### config.mk
export PLATFORM = sky130hd
export DESIGN_NAME = ppaom_ram
export DESIGN_NICKNAME = d
export VERILOG_FILES = /design/src/hw/rtl/ppaom_ram.sv
export SDC_FILE = /design/constraint.sdc
export NUM_CORES = 1
export LEC_CHECK = 0
export BUFFER_PORTS_ARGS = -buffer_cell sky130_fd_sc_hd__clkbuf_2
export CAP_MARGIN = 20
export CORE_MARGIN = 5
export CORE_UTILIZATION = 42
export DETAILED_ROUTE_END_ITERATION = 16
export SETUP_SLACK_MARGIN = 0.1
export SLEW_MARGIN = 20
export SYNTH_ARGS = -nofsm -noshare
export SYNTH_HDL_FRONTEND = slang
export SYNTH_SLANG_ARGS = --single-unit
export TNS_END_PERCENT = 50
### constraint.sdc
create_clock -name clk -period 2.35 [get_ports clk]
set_input_delay 0 -clock clk [delete_from_list [all_inputs] [get_ports clk]]
set_output_delay 0 -clock clk [all_outputs]
set_load 0.01 [all_outputs]
### src/hw/rtl/ppaom_ram.sv
module ppaom_ram #(
  parameter int WIDTH = 8,
  parameter int DEPTH = 64
) (
  input  logic                     clk,
  input  logic                     we,
  input  logic [$clog2(DEPTH)-1:0] waddr,
  input  logic [WIDTH-1:0]         wdata,
  input  logic                     re,
  input  logic [$clog2(DEPTH)-1:0] raddr,
  output logic [WIDTH-1:0]         rdata
);

  logic [WIDTH-1:0] mem [DEPTH];

  // single write port, registered read port
  always_ff @(posedge clk) begin
    if (we) begin
      mem[waddr] <= wdata;
    end
    if (re) begin
      rdata <= mem[raddr];
    end
  end

endmodule

* Word-level counts from Yosys, hierarchy flattened
Memories as Yosys holds them, arrays and structs flattened. A register that Yosys moved wholly into a read port is not among the register bits.
Index checks and enable logic that the tools add are counted.
** Operators by class
- Mux-type cells :: 2
- Bitwise logic cells :: 0
- Equality and inequality tests :: 0
- Add/sub/neg operators :: 0
- Shift-type cells :: 0
- Div/mod/pow operators :: 0
- Multipliers :: 0
- Magnitude comparators :: 0
- Reduce and logical (&&, ||, !) cells :: 0
** Operators with widths (number)
- $mux W1 :: 2
** Storage, ports and cells
- Register bits :: 0
- Logic and storage cells :: 3
- Bits of input ports :: 23
- RAM bits :: 512
- Memories :: 1
- Output and inout bits :: 8
- Bits in read-only memories :: 0
- Bits in latches :: 0
** Memory list
- mem :: depth 64, bits a word 8, rd ports 1, clocked after memory_dff 1, wr ports 1, line 14 : logic [WIDTH-1:0] mem [DEPTH];

* Longest topological paths before layout
- Depth in word-level cells :: 2
- Depth in mapped cells :: 9
- Gate-level depth less buffers :: 5

* Worst setup path before layout
Ideal clock, no wire load.
- Path type :: reg2reg
- Start point :: mem mem[29][4]
- End point :: reg rdata[4] (read register of mem), data pin
- Setup time :: 0.270 ns
- Buffers on the path :: 0
- Slack :: 0.520 ns
- Data required time :: 2.080 ns
- Arrival time :: 1.560 ns
- Stages on the path, launching flop included :: 6
- Period minus slack after synthesis :: 1.830 ns
- Cells stage by stage :: edfxtp_1 -> mux4_2 -> mux2_2 -> o221a_2 -> nor3_1 -> o32ai_1
** RTL lines
- from (decl) :: line 14
- to (decl) :: line 11 : output logic [WIDTH-1:0] rdata

==> flow_summary.ini <==
[logic_synthesis]
synth.avg_cell_area_um2 = 21.5
synth_cell_types = 39
synthArstFlopShare = 0
synthFlopType = edfxtp_1
synth_largest_area_cell = edfxtp_1
syn-num-nets = 963
synthTopCellsByArea = edfxtp_1 77%, mux4_2 14%, nor2_1 1.5%
synth_edf_count = 520
ys_ff_latch = 520
syn_inst = 940
syn-cell-area_um2 = 20200
ys_seq_area_frac = 0.771
yosys_warnings = 0
synth_top_area_share = 0.771

[floorplan]
initial_core_util = 0.424
fp.dieH_um = 230
placement_rows = 80
num_io_pins = 31
dieArea_um2 = 52700
dieWidth_um = 230
core_um2 = 47700

[clock_tree]
root_buffer = clkbuf_16
path_clk_slew_ns = 0.06
cts_made_buffers = 51
cts_max_level = 2
clk_latency_ns = 0.59
numClockSinks = 520
cts_tree = done
clockBufferDepth = 3
cts_setup_buffers = 0

[final_layout]
seqCellArea_um2 = 15600
drive_gt1_frac = 0.324
fillers = 3785
multi_input_area_um2 = 4320
fin_util = 0.494
fin_nets = 1126
layout_common_cells = 520 x edfxtp_1, 126 x mux4_2, 118 x buf_4
syn_to_final_growth_pct = 16.6
final_common_cell = edfxtp_1
n_antenna_cell = 0
layout.cells.non_filler = 1758

[place]
dpl.cell_count = 1662
gp_congestion = 0.820
dpl.hpwl_mm = 30.1
port_buffers = 30

[grt]
antenna_found_initial = 1
globalRouteOverflowTotal = 0
grt_use_total = 0.175
grt_max_degree = 65
grt_pass1_vias = 10000
grt_pass1_wl_mm = 68.3

[critical_path]
r2r_slack_ns = 0.22
worstSetupPathType = reg -> reg
critPathArrivalTime_ns = 2.45
path_max_fanout = 1
crit_required_ns = 2.67
setup.worst_path.end_class = flop
worstSetupStartpointType = flop

[timing]
setup_tns_ns = 0
holdWs_ns = 0.0530
slew_headroom = 0.447
rsz0062_at_grt = false
finalSetupViolCount = 0
fin_crit_ns = 2.13
worstMarginPinSlew_ns = 0.829
fmax_mhz = 470
clock_skew_ns = 0.0162
slew_violations = 0
hold_viol = 0
period_share = 0.905

[job]
drv_cap = 0

[hold_path]
worstHoldPathType = in -> reg

[routing]
ant_nets = 0
wirelength_mm = 46.2
via_per_inst = 5.65
first_iter_violations = 901
vias = 9939
route.detailed.drc = 0
routedWlPerCell_um = 26.3
dr.pass1.iters = 5

[power]
finalPower_mw = 19.2
leakage_nw = 7.61
vdd_drop_max_mv = 0.493
power_density_nw_per_um2 = 812

[outcome]
status = finished clean
critical path, cell delays in order, from the launching register on:
cell and delay (ns):
edfxtp_1 0.37, mux4_2 0.47, mux2_2 0.27, o221a_2 0.30, nor3_2 0.22, buf_4 0.16, o32ai_1 0.08
state kept, by name, summed over array words and instances, names as in the netlist:
register,count
mem,512
rdata,8
routing by layer:
layer	GRT usage	up-vias	wire, um
met5	0	-	17
met1	0.252	5241	19600
met4	0.0460	2	1090
li1	-	4265	-
met3	0.0399	65	3560
met2	0.275	366	21900
through the flow:
| stage | worst slack, ns | instance area (um2) |
|---|---|---|
| floorplan | 0.520 | 20200 |
| global placement | -0.0292 | 22000 |
| detailed placement | -0.0379 | 22000 |
| CTS | 0.179 | 23600 |
| global route | 0.146 | 23600 |
| finish | 0.223 | 23600 |
worst paths after layout:
kind,start,to,depth (start not counted)
setup / recovery,mem[24][4]$_DFFE_PP_,rdata[4]$_DFFE_PP_,6
hold / removal,raddr[5],rdata[2]$_DFFE_PP_,3
setup reg to reg,mem[24][4]$_DFFE_PP_,rdata[4]$_DFFE_PP_,6
hold reg to reg,mem[4][7]$_DFFE_PP_,rdata[7]$_DFFE_PP_,4
power breakdown:
group | internal (mW) | total, mW | switching (mW)
Sequential | 10.3 | 10.3 | 0.0277
Clock | 4.50 | 7.83 | 3.34
Combinational | 0.423 | 1.03 | 0.608
Total | 15.2 | 19.2 | 3.97
logic make-up after synthesis:
logic type             after synthesis  synth area share
buffers and inverters               51            0.0156
DFF                                520             0.771
and+or+nand+nor                    153            0.0337
muxes                              162             0.159
AOI/OAI and AO/OA                   54            0.0206
cell type report:
cell class                 instances  area share
timing repair buffer             161      0.0553
clock buffer                      65      0.0572
multi-input combinational        369       0.183
clock inverter                    28      0.0104
tap                              615      0.0326
sequential                       520       0.661
cells in the mapped netlist, types with 2 or more instances:
master       n
o2111ai_1    3
nand3b_1     3
buf_4       13
o21ai_1      2
buf_1        4
nor2b_1     14
o221ai_1     8
nor3_1       7
o21ai_0      2
nor4_1       2
a22oi_1      3
o22ai_1      8
nand2_1     19
o32ai_1      2
nor2_1      83
mux4_2     126
o41ai_1      2
buf_6        4
mux2_2      13
clkbuf_1    17
buf_12       2
a221oi_1     6
a211oi_1     4
buf_2       11
o21a_1       2
nand4_1      2
nand3_1     13
mux2i_1     23
nand2b_1     7
o2bb2ai_1    3
a2111oi_0    2
a21oi_1      3
o221a_2      2
edfxtp_1   520
repair_timing:
action | 4_1_cts | 5_1_grt
endpoints found under the setup margin | 0 | 1
gates resized for setup | 0 | 1
hold buffers | 3 | 0
hold endpoints to repair | 41 | 0
(Power assumes the default switching activity.)
